==> src/hw/rtl/symmetric_coo_to_csr_builder_defines.svh <==
// assertion helpers used by the builder back end module
`ifndef SYMMETRIC_COO_TO_CSR_BUILDER_DEFINES_SVH
`define SYMMETRIC_COO_TO_CSR_BUILDER_DEFINES_SVH

// implication checked on every rising clock edge outside reset
`define CTCB_ASSERT_IMP(label, ante, cons, msg) \
    label: assert property (@(posedge clk) disable iff (!rst_n) (ante) |-> (cons)) \
        else $error(msg);

// invariant checked on every rising clock edge outside reset
`define CTCB_ASSERT_ALWAYS(label, expr, msg) \
    label: assert property (@(posedge clk) disable iff (!rst_n) (expr)) \
        else $error(msg);

`endif

==> src/hw/rtl/ctcb_fifo.sv <==
module ctcb_fifo #(
    parameter int WIDTH = 8,
    parameter int DEPTH = 2
) (
    input  logic             clk,
    input  logic             rst_n,
    input  logic             push,
    input  logic [WIDTH-1:0] push_data,
    input  logic             pop,
    output logic [WIDTH-1:0] pop_data,
    output logic             full,
    output logic             empty
);
    localparam int PW = (DEPTH > 1) ? $clog2(DEPTH) : 1;
    localparam int CNT_W = $clog2(DEPTH + 1);

    logic [WIDTH-1:0] slot_reg [DEPTH];
    logic [PW-1:0]    wr_ptr_reg, wr_ptr_next;
    logic [PW-1:0]    rd_ptr_reg, rd_ptr_next;
    logic [CNT_W-1:0] count_reg, count_next;

    assign full     = (count_reg == CNT_W'(DEPTH));
    assign empty    = (count_reg == '0);
    assign pop_data = slot_reg[rd_ptr_reg];

    // pointer and fill count update
    always_comb
    begin
        wr_ptr_next = wr_ptr_reg;
        rd_ptr_next = rd_ptr_reg;
        count_next  = count_reg;
        if (push)
        begin
            wr_ptr_next = (wr_ptr_reg == PW'(DEPTH - 1)) ? '0 : wr_ptr_reg + PW'(1);
        end
        if (pop)
        begin
            rd_ptr_next = (rd_ptr_reg == PW'(DEPTH - 1)) ? '0 : rd_ptr_reg + PW'(1);
        end
        if (push && !pop)
        begin
            count_next = count_reg + CNT_W'(1);
        end
        else if (pop && !push)
        begin
            count_next = count_reg - CNT_W'(1);
        end
    end

    always_ff @(posedge clk or negedge rst_n)
    begin
        if (!rst_n)
        begin
            wr_ptr_reg <= '0;
            rd_ptr_reg <= '0;
            count_reg  <= '0;
        end
        else
        begin
            wr_ptr_reg <= wr_ptr_next;
            rd_ptr_reg <= rd_ptr_next;
            count_reg  <= count_next;
        end
    end

    // storage
    always_ff @(posedge clk)
    begin
        if (push)
        begin
            slot_reg[wr_ptr_reg] <= push_data;
        end
    end

endmodule

==> config.mk <==
export PLATFORM = sky130hd
export DESIGN_NAME = ctcb_fifo
export DESIGN_NICKNAME = d
export VERILOG_FILES = /design/src/hw/rtl/symmetric_coo_to_csr_builder_defines.svh /design/src/hw/rtl/ctcb_fifo.sv
export SDC_FILE = /design/constraint.sdc
export NUM_CORES = 1
export LEC_CHECK = 0
export BUFFER_PORTS_ARGS = -buffer_cell sky130_fd_sc_hd__buf_2
export CAP_MARGIN = 20
export CELL_PAD_IN_SITES_DETAIL_PLACEMENT = 0
export CELL_PAD_IN_SITES_GLOBAL_PLACEMENT = 1
export CORE_MARGIN = 4
export CORE_UTILIZATION = 43
export CTS_CLUSTER_DIAMETER = 120
export DETAILED_ROUTE_END_ITERATION = 6
export HOLD_SLACK_MARGIN = 0.05
export PLACE_DENSITY = 0.77
export SYNTH_ARGS = -nofsm -noshare
export SYNTH_HDL_FRONTEND = slang
export SYNTH_SLANG_ARGS = --single-unit
==> constraint.sdc <==
create_clock -name clk -period 1.8 [get_ports clk]
set_input_delay 0.18 -clock clk [delete_from_list [all_inputs] [get_ports clk]]
set_output_delay 0.18 -clock clk [all_outputs]
set_load 0.03 [all_outputs]
==> metrics.md <==
| Metric | Value |
|---|---|
| H-tree depth | `1` |
| Vias in the first global route | `376` |
| Sequential fraction of the synthesis area | `between 70% and 80%` |
| Routability cong. | `roughly 0.68` |
| Share of cells above drive strength 1 | `51.5%` |
| Arrival time worst endpoint | `1.41 ns` |
| Post-synth EDFFs | `16` |
| Postcts setup bufs | `0` |
| Worst Path Class, Setup | `reg -> out` |
| Clock slew at reported path FFs | `about 0.11 ns` |
| Clock share of power | `between 10% and 20%` |
| Total chip power | `1500 uW` |
| I/O pin total | `22` |
| Status | `finished, final reports clean` |
| Fmax | `0.628 GHz` |
| Critical Path Fanout Max | `9` |
| Global-route wire length before repair | `1640 um` |
| CTS buffer count | `3` |
| GRT Total Usage | `8.64%` |
| Via count | `397` |
| Hold-fix buffers, CTS | `1` |
| Synth area leaders | `edfxtp_1, dfrtp_1, mux2_2` |
| Syn_nets | `54` |
| Worst-skew pair later-pin latency | `between 0.2 and 0.3 ns` |
| CTS Sinks | `20` |
| Synth-to-layout area growth | `24.5%` |
| # diodes | `0` |
| Core area | `1710 um2` |
| DRC violations left | `0` |
| Peak supply drop | `0.629 mV` |
| Int Pwr | `between 900 and 1000 uW` |
| Avg Inst Size Synth | `18.8 um2` |
| Synth Flop Type | `edfxtp_1` |
| Synthesis Warnings | `0` |
| Sw frac | `35.6%` |
| Die Wd | `~50 um` |
| Final setup violation count | `0` |
| Post-synth ARST share | `20.0%` |
| Most frequent cells after synthesis | `edfxtp_1, mux2_2, dfrtp_1, xor2_1, nor2_1` |
| Setup TNS | `0 ns` |
| DRT Pass-1 Iters | `4` |
| Worst setup EP type | `output pin` |
| Worst-Margin Slew | `0.370 ns` |
| Pleak | `0.000395 uW` |
| Combinational share of power | `35.8%` |
| Utilization after layout | `about 56%` |
| Relative max-transition margin | `between 70% and 80%` |
| Die footprint | `2530 um2` |
| Max FFs per register | `16` |
| Mapped Cells | `41` |
| Worst endpoint required time | `roughly 1.6 ns` |
| Layout Skew | `0.00506 ns` |
| Clock tree buffer depth | `2` |
| Mapped cell area | `771 um2` |
| Area leader, netlist | `edfxtp_1` |
| Via density | `4.27` |
| Largest net degree at the start of global routing | `12` |
| Area after DPL | `about 900 um2` |
| Share of power burned in registers | `a little under half` |
| Fin cells | `93` |
| FF-to-FF setup slack | `0.72 ns` |
| Initial antenna violation count | `0` |
| HPWL after detailed placement | `807 um` |
| Seq cells post-synth | `20` |
| Hold Path Class | `in -> reg` |
| Cells resized by post-CTS repair | `0` |
| Startpoint Class | `register` |
| Tmin final | `1.59 ns` |
| Cell total after placement | `87` |
| Most common cell in the netlist | `edfxtp_1` |
| Root buf cell | `clkbuf_4` |
| Total congestion overflow | `0` |
| Initial Utilization | `45.1%` |
| Net Sw Power | `533 uW` |
| Synth cell types | `12` |
| Power Density | `1560 nW/um2` |
| Initial DRC count | `8` |
| Max Cap Violations | `0` |
| DRT Wirelength | `1090 um` |
| Final ANT Viol Nets | `0` |
| Fin crit share | `88.4%` |
| PortBufs | `21` |
| Synth top area share | `62.3%` |
| Number of core rows | `15` |
| RSZ-0062 raised after global routing | `false` |
| Final max-slew violation count | `0` |
| CTS tree | `built` |
| Fin. Hold Viols | `0` |
| DR WL/cell | `11.7 um` |
| Die height | `50.3 um` |
| Layout net count | `82` |
| Fin area | `960 um2` |
==> path summary, 6_finish.rpt <==
| check | startpoint | endpoint | depth (start not counted) |
|---|---|---|---|
| max in group asynchronous | rst_n | rd_ptr_reg | 2 |
| max | rd_ptr_reg | pop_data[3] | 2 |
| min in group asynchronous | rst_n | count_reg[0] | 2 |
| min reg2reg | wr_ptr_reg | wr_ptr_reg | 1 |
| max reg2reg | wr_ptr_reg | slot_reg[1][2] | 1 |
| min | push_data[3] | slot_reg[1][3] | 1 |
==> critical path: stages (launching register included) <==
cell and delay [ns]:
dfrtp_1 0.57, mux2_2 0.38, buf_2 0.18
==> metrics by stage <==
stage | hold WS, ns | setup WS, ns
final | 0.0689 | 0.208
after floorplan | -0.116 | 0.638
after global routing | 0.0502 | 0.111
after CTS | 0.0605 | 0.183
after global placement | -0.0117 | 0.524
after detailed placement | -0.0126 | 0.516
==> final cells by class <==
type | count | area, um2
clock buffers | 4 | 36.3
fillers | 142 | 748
inverters | 1 | 3.75
multi-input cells | 19 | 175
flip-flops and latches | 20 | 581
well taps | 25 | 31.3
repair buffers | 24 | 133
==> metal layers <==
| metal | vias to the layer above | wire length [um] | track usage, % |
|---|---|---|---|
| met5 | - | 0 | 0 |
| met3 | 0 | 70 | 3.26 |
| met2 | 14 | 534 | 14.3 |
| met1 | 182 | 482 | 10.4 |
| met4 | 0 | 0 | 2.69 |
| li1 | 201 | - | - |
==> power groups by stage <==
stage / Sequential, uW / Combinational (uW) / Clock, uW
2_1_floorplan: 679 / 458 / 0
3_3_place_gp: 724 / 534 / 0
3_5_place_dp: 727 / 541 / 0
4_1_cts: 717 / 544 / 255
5_1_grt: 731 / 574 / 281
6_report: 713 / 537 / 249
==> kinds of logic after synthesis <==
| kind of cell | count (synthesis) | synth area share [%] |
|---|---|---|
| mux | 8 | 11.7 |
| simple gates | 5 | 3.74 |
| buf+inv | 2 | 1.95 |
| xor+xnor | 5 | 5.68 |
| fa+ha+maj | 1 | 1.62 |
| flops | 20 | 75.3 |
==> layout by cell type, fill, tap and decap left out <==
cell type and count:
xnor2_1 1, buf_2 21, mux2_2 8, dlygate4sd3_1 2, buf_4 1, edfxtp_1 16
and2b_2 1, nor2_1 2, clkbuf_8 1, clkbuf_4 3, inv_1 1, xor2_1 4
ha_1 1, nor2b_1 1, and2_1 1, dfrtp_1 4
Note: power is estimated with default switching activity, not from simulation.
