==> src/hw/rtl/symmetric_coo_to_csr_builder_defines.svh <==
// assertion helpers used by the builder back end module
`ifndef SYMMETRIC_COO_TO_CSR_BUILDER_DEFINES_SVH
`define SYMMETRIC_COO_TO_CSR_BUILDER_DEFINES_SVH

// implication checked on every rising clock edge outside reset
`define CTCB_ASSERT_IMP(label, ante, cons, msg) \
    label: assert property (@(posedge clk) disable iff (!rst_n) (ante) |-> (cons)) \
        else $error(msg);

// invariant checked on every rising clock edge outside reset
`define CTCB_ASSERT_ALWAYS(label, expr, msg) \
    label: assert property (@(posedge clk) disable iff (!rst_n) (expr)) \
        else $error(msg);

`endif

==> src/hw/rtl/ctcb_pkg.sv <==
package ctcb_pkg;

    // default sizing
    localparam int DEF_MAX_ROWS  = 1024;
    localparam int DEF_MAX_EDGES = 4096;

    // fixed field widths
    localparam int OPCODE_W    = 2;
    localparam int INDEX_W     = 11;
    localparam int KIND_W      = 2;
    localparam int VALUE_W     = 14;
    localparam int ROW_COUNT_W = 11;
    localparam logic [ROW_COUNT_W-1:0] ROW_COUNT_RESET = 11'd1024;

    // depth of the job queue between front and back
    localparam int QUEUE_DEPTH = 2;

    // input opcodes
    typedef enum logic [OPCODE_W-1:0] {
        OP_ADD   = 2'd0,
        OP_READ  = 2'd1,
        OP_CLEAR = 2'd2
    } opcode_t;

    // output word kinds
    typedef enum logic [KIND_W-1:0] {
        KIND_PTR = 2'd0,
        KIND_COL = 2'd1,
        KIND_END = 2'd2
    } kind_t;

    // jobs passed through the queue
    typedef enum logic [1:0] {
        JOB_ADD   = 2'd0,
        JOB_READ  = 2'd1,
        JOB_CLEAR = 2'd2
    } job_kind_t;

    localparam int JOB_KIND_W = 2;

    // back end sequencer states
    typedef enum logic [3:0] {
        S_CLR,
        S_IDLE,
        S_ADD0,
        S_ADD1,
        S_ADD2,
        S_ADD3,
        S_PTR,
        S_PTR_EMIT,
        S_SCAN,
        S_SCAN_CHK,
        S_COL,
        S_COL_EMIT,
        S_END_EMIT
    } back_state_t;

    // status from back end to front end
    typedef struct packed {
        logic sweeping;
        logic sweep_done;
    } back_status_t;

endpackage

==> src/hw/rtl/ctcb_front.sv <==
module ctcb_front #(
    parameter int MAX_ROWS  = ctcb_pkg::DEF_MAX_ROWS,
    parameter int MAX_EDGES = ctcb_pkg::DEF_MAX_EDGES,
    parameter int MW        = $clog2(MAX_ROWS + 1),
    parameter int JW        = 8
) (
    input  logic                            clk,
    input  logic                            rst_n,
    input  logic                            in_valid,
    output logic                            in_stall,
    input  logic [ctcb_pkg::OPCODE_W-1:0]   opcode,
    input  logic [ctcb_pkg::INDEX_W-1:0]    first_index,
    input  logic [ctcb_pkg::INDEX_W-1:0]    second_index,
    input  logic [MW-1:0]                   eff_rows,
    input  ctcb_pkg::back_status_t          back_status,
    input  logic                            queue_full,
    output logic                            queue_push,
    output logic [JW-1:0]                   queue_data
);
    import ctcb_pkg::*;

    localparam int RW       = $clog2(MAX_ROWS);
    localparam int NODE_CAP = 2 * MAX_EDGES;
    localparam int NW       = $clog2(NODE_CAP);
    localparam int CW       = $clog2(NODE_CAP + 1);

    logic [CW-1:0] nodes_used_reg, nodes_used_next;
    logic          clr_wait_reg, clr_wait_next;
    logic          accept;
    logic          in_range;
    logic          has_room;
    logic [RW-1:0] row_a;
    logic [RW-1:0] row_b;

    assign in_stall = queue_full || back_status.sweeping || clr_wait_reg;
    assign accept   = in_valid && !in_stall;

    // edge checks
    assign in_range = (first_index != '0) && (second_index != '0)
                   && (32'(first_index) <= 32'(eff_rows))
                   && (32'(second_index) <= 32'(eff_rows));
    assign has_room = (32'(nodes_used_reg) + 32'd2) <= 32'(NODE_CAP);
    assign row_a    = RW'(32'(first_index) - 32'd1);
    assign row_b    = RW'(32'(second_index) - 32'd1);

    // classify the item and hand a job to the back end
    always_comb
    begin
        queue_push      = 1'b0;
        queue_data      = {JOB_READ, row_a, row_b, nodes_used_reg[NW-1:0]};
        nodes_used_next = nodes_used_reg;
        clr_wait_next   = clr_wait_reg;
        if (back_status.sweep_done)
        begin
            clr_wait_next = 1'b0;
        end
        if (accept)
        begin
            case (opcode)
                OP_ADD:
                begin
                    if (in_range && has_room)
                    begin
                        queue_push      = 1'b1;
                        queue_data      = {JOB_ADD, row_a, row_b, nodes_used_reg[NW-1:0]};
                        nodes_used_next = nodes_used_reg + CW'(2);
                    end
                end
                OP_READ:
                begin
                    queue_push = 1'b1;
                end
                OP_CLEAR:
                begin
                    queue_push      = 1'b1;
                    queue_data      = {JOB_CLEAR, row_a, row_b, nodes_used_reg[NW-1:0]};
                    nodes_used_next = '0;
                    clr_wait_next   = 1'b1;
                end
                default:
                begin
                    queue_push = 1'b0;
                end
            endcase
        end
    end

    always_ff @(posedge clk or negedge rst_n)
    begin
        if (!rst_n)
        begin
            nodes_used_reg <= '0;
            clr_wait_reg   <= 1'b0;
        end
        else
        begin
            nodes_used_reg <= nodes_used_next;
            clr_wait_reg   <= clr_wait_next;
        end
    end

endmodule

==> config.mk <==
export PLATFORM = sky130hd
export DESIGN_NAME = ctcb_front
export DESIGN_NICKNAME = d
export VERILOG_FILES = /design/src/hw/rtl/symmetric_coo_to_csr_builder_defines.svh /design/src/hw/rtl/ctcb_pkg.sv /design/src/hw/rtl/ctcb_front.sv
export SDC_FILE = /design/constraint.sdc
export NUM_CORES = 1
export LEC_CHECK = 0
export ABC_CLOCK_PERIOD_IN_PS = 4900
export BUFFER_PORTS_ARGS = -buffer_cell sky130_fd_sc_hd__buf_2
export CAP_MARGIN = 30
export CELL_PAD_IN_SITES_DETAIL_PLACEMENT = 2
export CELL_PAD_IN_SITES_GLOBAL_PLACEMENT = 2
export CORE_ASPECT_RATIO = 1.75
export CORE_MARGIN = 1
export CORE_UTILIZATION = 25
export CTS_CLUSTER_DIAMETER = 120
export DETAILED_ROUTE_END_ITERATION = 10
export MAX_ROUTING_LAYER = met4
export PLACE_DENSITY_LB_ADDON = 0.1
export SKIP_CTS_REPAIR_TIMING = 1
export SYNTH_ARGS = -nofsm -noshare
export SYNTH_HDL_FRONTEND = slang
export SYNTH_SLANG_ARGS = --single-unit
==> constraint.sdc <==
create_clock -name clk -period 4.9 [get_ports clk]
set_clock_uncertainty 0.1 [all_clocks]
set_input_delay 0.49 -clock clk [delete_from_list [all_inputs] [get_ports clk]]
set_output_delay 0.49 -clock clk [all_outputs]
set_load 0.05 [all_outputs]
==> impl_metrics.ini, run 1 <==
[sta]
max_freq_mhz = 256
final-hold-violation-count = 0
worst_pin_slew_ns = 0.843
grt_setup_unrepaired = no
period_minus_slack_ns = 3.90
relSlewSlack_pct = 43.8
setup_viol = 0
setup_tns_ns = 0
report.final.slew_viol_count = 0
finalCritPeriodShare_pct = 79.6

[clocking]
cts_tree = built
clock-sinks = 14
clkTransAtPathRegs_ns = 0.06
cts-root-buf = clkbuf_16
insertion_delay_ns = 0.26
cts_buffers = 3
ctsHtreeMaxLevel = 1
cts_buffer_depth = 2

[global_route]
antenna_found_initial = 0
grt_max_degree = 23
grt_first_pass_wirelength_um = 10400
track_usage_pct = 19.3
grt_pass1_vias = 2077
overflow = 0

[synthesis]
ys_top_cells_by_count = ha_1, inv_1, nand2_1
synth_most_common_cell = ha_1
synth-compound-area-share_pct = 22.1
synth-simple-area-share_pct = 27.3
synth-main-ff-cell = dfrtp_1
synthDistinctLibCells = 54
synth_top_family_by_area = simple AND/OR/NAND/NOR gates
async_flop_share_pct = 100
syn_nets = 293
synth.avg_cell_area_um2 = 8.02
syn-instance-count = 226
yosysSeqAreaShare_pct = 19.3
netlist_area_um2 = 1810
ys_seq_elements = 14
yosysWarnings = 0
synth_top_area_share_pct = 19.3
synthMuxAreaShare_pct = 1.80
synth_fa_ha_area_share_pct = 18.0
synthXorXnorAreaFrac_pct = 0.483
synth.area.top_cells = dfrtp_1, ha_1, inv_1
synth.largest_area_cell = dfrtp_1
synth_edf_count = 0

[finish]
drive_gt1_share_pct = 22.6
register_area_um2 = 350
diodes = 0
final_cells = 345
largest_reg_flops = 13
multi_input_area_um2 = 1270
nFillCells = 840
area_growth_syn_to_layout_pct = 18.2
final_net_count = 329

[routing]
drt_pre_antenna_iters = 4
viasPerCell = 5.61
vias = 1936
drc = 0
drt_iter0_drc = 60
drt_wl_total_um = 6520
detail-route-antenna-nets = 0
wl_per_cell_um = 18.9

[pwr]
power.share.clock_pct = 40.2
pwr-share-comb_pct = 31.7
ir_drop_uv = 107
p_leak_nw = 0.969
sw_frac_of_total_pct = 35.3
p_int_mw = 0.298
powerDensity_nw_per_um2 = 215
p_sw_mw = 0.163
seqPwrFrac_pct = 28.2

[worst_setup_path]
worstRegToRegCells = 9
r2r_slack_ns = 1.33
cp-end-kind = output port
reg2reg_to = nodes_used_reg[12]$_DFFE_PN0P_
cp_max_fo = 9
cp.required_ns = 4.31
critPathKind = reg2out
crit_path_start_kind = register
cp.arrival_ns = 3.31
r2r-start = nodes_used_reg[1]$_DFFE_PN0P_

[place]
routabilityCongestion = 0.787
hpwl_um = 5430
placed_cells = 341
io_buffers = 49

[floorplanning]
io_pins = 51
core_region_area_um2 = 6960
dieArea_um2 = 7600
initial_utilization_pct = 26.0
die_x_um = 66.4
fp-row-count = 40
dieHeight_um = 115

[status]
status = finished clean

[min_path]
hold_class = in2async

[flow_run]
max_cap_violations = 0
-- final cells by class --
type,instances,share of cell area [%]
Timing Repair Buffer,50,11.8
Sequential cell,14,16.4
Multi-Input combinational cell,172,59.1
Clock buffer,4,4.15
Inverter,21,3.68
Tap cell,84,4.91
-- power groups by stage --
stage | Combinational (mW) | Sequential, mW | Clock [mW]
floorplan | 0.101 | 0.128 | 0
global placement | 0.148 | 0.132 | 0
detailed placement | 0.149 | 0.132 | 0
CTS | 0.150 | 0.130 | 0.187
global route | 0.163 | 0.131 | 0.191
finish | 0.146 | 0.130 | 0.185
-- placed cells by master, fill, tap and decap left out, types with 2 or more instances in the layout --
cell type and instances:
buf_2 49, ha_1 26, inv_1 21, nand2_1 18, dfrtp_1 14, nor4_1 11, nand3_1 10, nor2_1 9
a21oi_1 8, nor3_1 7, nand4_1 7, o211ai_1 6, o21ai_0 5, nor3b_1 4, nor4b_1 4, a31oi_1 4
nor2b_1 4, a221o_1 4, and3_1 3, a211oi_1 3, a21o_1 3, a222oi_1 3, clkbuf_16 3, o22ai_1 2
and2_1 2, mux2_1 2, o31ai_1 2, a221oi_1 2
-- worst max path at each step --
stage | startpoint | end | slack [ns] | cells after the start
after floorplan | nodes_used_reg[1]$_DFFE_PN0P_ | queue_push | 1.87 | 9
after global placement | nodes_used_reg[1]$_DFFE_PN0P_ | queue_push | 1.20 | 9
after detailed placement | nodes_used_reg[1]$_DFFE_PN0P_ | queue_push | 1.21 | 9
after CTS | nodes_used_reg[1]$_DFFE_PN0P_ | queue_push | 0.93 | 9
after global routing | nodes_used_reg[1]$_DFFE_PN0P_ | queue_push | 0.73 | 9
final | nodes_used_reg[1]$_DFFE_PN0P_ | queue_push | 1.00 | 9
-- kinds of logic (layout without fill, tap and decap cells) --
logic type	after synthesis	in the layout
DFF	14	14
muxes	3	3
other	1	1
adders and majority gates	26	26
xor gates and xnor gates	1	1
buffers and inverters	40	75
and+or+nand+nor	87	87
AOI/OAI and AO/OA	54	54
-- layer usage --
layer / vias up / track usage (%) / wire, µm
met4: 0 / 11.8 / 302
met3: 16 / 0.797 / 165
met2: 51 / 38.0 / 3900
met5: - / - / 0
met1: 943 / 17.3 / 2150
li1: 926 / - / -
-- per-stage QoR --
step	hold WS, ns	util [%]	setup WS (ns)	total power, mW	cell area [µm²]
after CTS	0.0618	30.8	0.933	0.466	2140
after global placement	0.332	29.5	1.20	0.279	2050
after global routing	0.0664	30.8	0.727	0.485	2140
final	0.0394	30.8	1.00	0.461	2140
after detailed placement	0.338	29.5	1.21	0.281	2050
after floorplan	0.0944	-	1.87	0.229	1810
-- worst max-delay path, stage by stage (launching register included) --
cell     delay, ns
dfrtp_1       0.50
ha_1          0.32
nand3_1       0.24
nor3_1        0.49
nand3_1       0.16
xnor2_1       0.17
o31a_2        0.16
nor2_1        0.56
o21a_1        0.18
buf_2         0.26
Note: power is estimated with default switching activity, not from simulation.
==> inputs of run 2 (changes only) <==
--- a/config.mk
+++ b/config.mk
@@ -5,7 +5,7 @@
 export SDC_FILE = /design/constraint.sdc
 export NUM_CORES = 1
 export LEC_CHECK = 0
-export ABC_CLOCK_PERIOD_IN_PS = 4900
+export ABC_CLOCK_PERIOD_IN_PS = 3660
 export BUFFER_PORTS_ARGS = -buffer_cell sky130_fd_sc_hd__buf_2
 export CAP_MARGIN = 30
 export CELL_PAD_IN_SITES_DETAIL_PLACEMENT = 2
==> constraint.sdc (replaced) <==
create_clock -name clk -period 3.66 [get_ports clk]
set_clock_uncertainty 0.1 [all_clocks]
set_input_delay 0.366 -clock clk [delete_from_list [all_inputs] [get_ports clk]]
set_output_delay 0.366 -clock clk [all_outputs]
set_load 0.05 [all_outputs]
==> impl_metrics.ini, run 2 (synthesis gave the netlist of run 1 again) <==
[status]
status = finished clean

[finish]
diodes = 0
area_growth_syn_to_layout_pct = 19.5
stdcell_area_um2 = 2160
largest_reg_flops = 13
final_net_count = 331
final_common_cell = buf_2
finalCoreUtilization_pct = 31.1
final_cells = 347
drive_gt1_share_pct = 23.2
layout_common_cells = buf_2, ha_1, inv_1

[sta]
max_freq_mhz = 299
grt_setup_unrepaired = no
final-hold-violation-count = 0
relSlewSlack_pct = 51.9
report.final.slew_viol_count = 0
worst_pin_slew_ns = 0.720
setup_viol = 0
setup_tns_ns = 0
period_minus_slack_ns = 3.34
finalCritPeriodShare_pct = 91.3

[place]
io_buffers = 49
hpwl_um = 5540
routabilityCongestion = 0.811
placed_cells = 342
dpl-instance-area_um2 = 2060

[clocking]
cts_buffer_depth = 2
ctsHtreeMaxLevel = 1
clock-sinks = 14
cts-root-buf = clkbuf_16
insertion_delay_ns = 0.25
cts_buffers = 3
cts_tree = built
clkTransAtPathRegs_ns = 0.05

[worst_setup_path]
cp-end-kind = output port
r2r-start = nodes_used_reg[1]$_DFFE_PN0P_
reg2reg_to = nodes_used_reg[12]$_DFFE_PN0P_
r2r_slack_ns = 0.43
critPathKind = reg2out
cp.required_ns = 3.19
cp.arrival_ns = 2.87
worstRegToRegCells = 10
cp_max_fo = 8
crit_path_start_kind = register

[routing]
viasPerCell = 5.51
drt_iter0_drc = 70
drc = 0
met2RoutedLength_um = 4080
detail-route-antenna-nets = 0
drt_pre_antenna_iters = 4
wl_per_cell_um = 19.2
wl_met3_um = 122
wirelength_met1_um = 2280
vias = 1911
top_layer = met4
drt_wl_total_um = 6670

[min_path]
hold_class = in2reg
hold_start = back_status[0]
whs_path_depth = 2
whs_endpoint = clr_wait_reg$_DFF_PN0_

[pwr]
power.share.clock_pct = 39.5
sw_frac_of_total_pct = 34.9
ir_drop_uv = 121
power.total_mw = 0.615
seqPwrFrac_pct = 28.4
p_int_mw = 0.400
pwr-share-comb_pct = 32.1
powerDensity_nw_per_um2 = 284
p_leak_nw = 0.979
p_sw_mw = 0.215

[global_route]
grt_pass1_vias = 2116
track_usage_pct = 19.8
grt_max_degree = 23
antenna_found_initial = 0
grt_first_pass_wirelength_um = 10800
overflow = 0

[floorplanning]
core_region_area_um2 = 6960
io_pins = 51
die_x_um = 66.4
initial_utilization_pct = 26.0
dieHeight_um = 115
dieArea_um2 = 7600
fp-row-count = 40

[flow_run]
max_cap_violations = 0
## run 2: cell count changes in the layout (fill, tap and decap cells not counted)
cell / change
buf_4: +1
dlygate4sd3_1: +1
nor3_2: +1
nor3_1: -1
## run 2: metrics by stage
stage / setup slack [ns] / hold WS (ns)
global placement: 0.386 / 0.209
CTS: 0.181 / -0.0604
finish: 0.320 / 0.201
detailed placement: 0.350 / 0.210
floorplan: 0.757 / -0.0296
global route: 0.0538 / 0.213
## run 2: area by class of cell
type	count	area, µm²
fill	812	4790
inverter	21	78.8
multi-input combinational	172	1270
timing repair buffer	52	270
sequential	14	350
clock buffer	4	88.8
tap	84	105
## run 2: how the worst max path moves through the flow
stage	endpoint	slack [ns]	depth (start not counted)	start
2_1_floorplan	queue_push	0.76	9	nodes_used_reg[1]$_DFFE_PN0P_
3_5_place_dp	nodes_used_reg[12]$_DFFE_PN0P_	0.35	10	nodes_used_reg[1]$_DFFE_PN0P_
5_1_grt	queue_push	0.05	9	nodes_used_reg[1]$_DFFE_PN0P_
3_3_place_gp	nodes_used_reg[6]$_DFFE_PN0P_	0.39	9	nodes_used_reg[1]$_DFFE_PN0P_
6_report	queue_push	0.32	9	nodes_used_reg[1]$_DFFE_PN0P_
4_1_cts	queue_push	0.18	9	nodes_used_reg[1]$_DFFE_PN0P_
## run 2: power groups by stage
stage	combinational, mW	sequential [mW]	clock (mW)
after detailed placement	0.201	0.177	0
after floorplan	0.135	0.172	0
after global routing	0.221	0.177	0.257
after CTS	0.202	0.175	0.248
final	0.198	0.175	0.243
after global placement	0.197	0.177	0
## run 2: per-layer routing
layer  vias up  global-route usage, %
met1       929                   17.7
met2        45                   40.4
li1        926                      -
met4         0                   8.23
met5         -                      -
met3        11                   1.29
## run 2: worst max-delay path, stage by stage (launching register included)
cell and delay (ns):
dfrtp_1 0.48, ha_1 0.33, nand3_1 0.25, nand2b_1 0.09, a211oi_1 0.28, o2111ai_1 0.20, o31a_2 0.43, nor2_1 0.16
o21a_1 0.14, buf_2 0.26
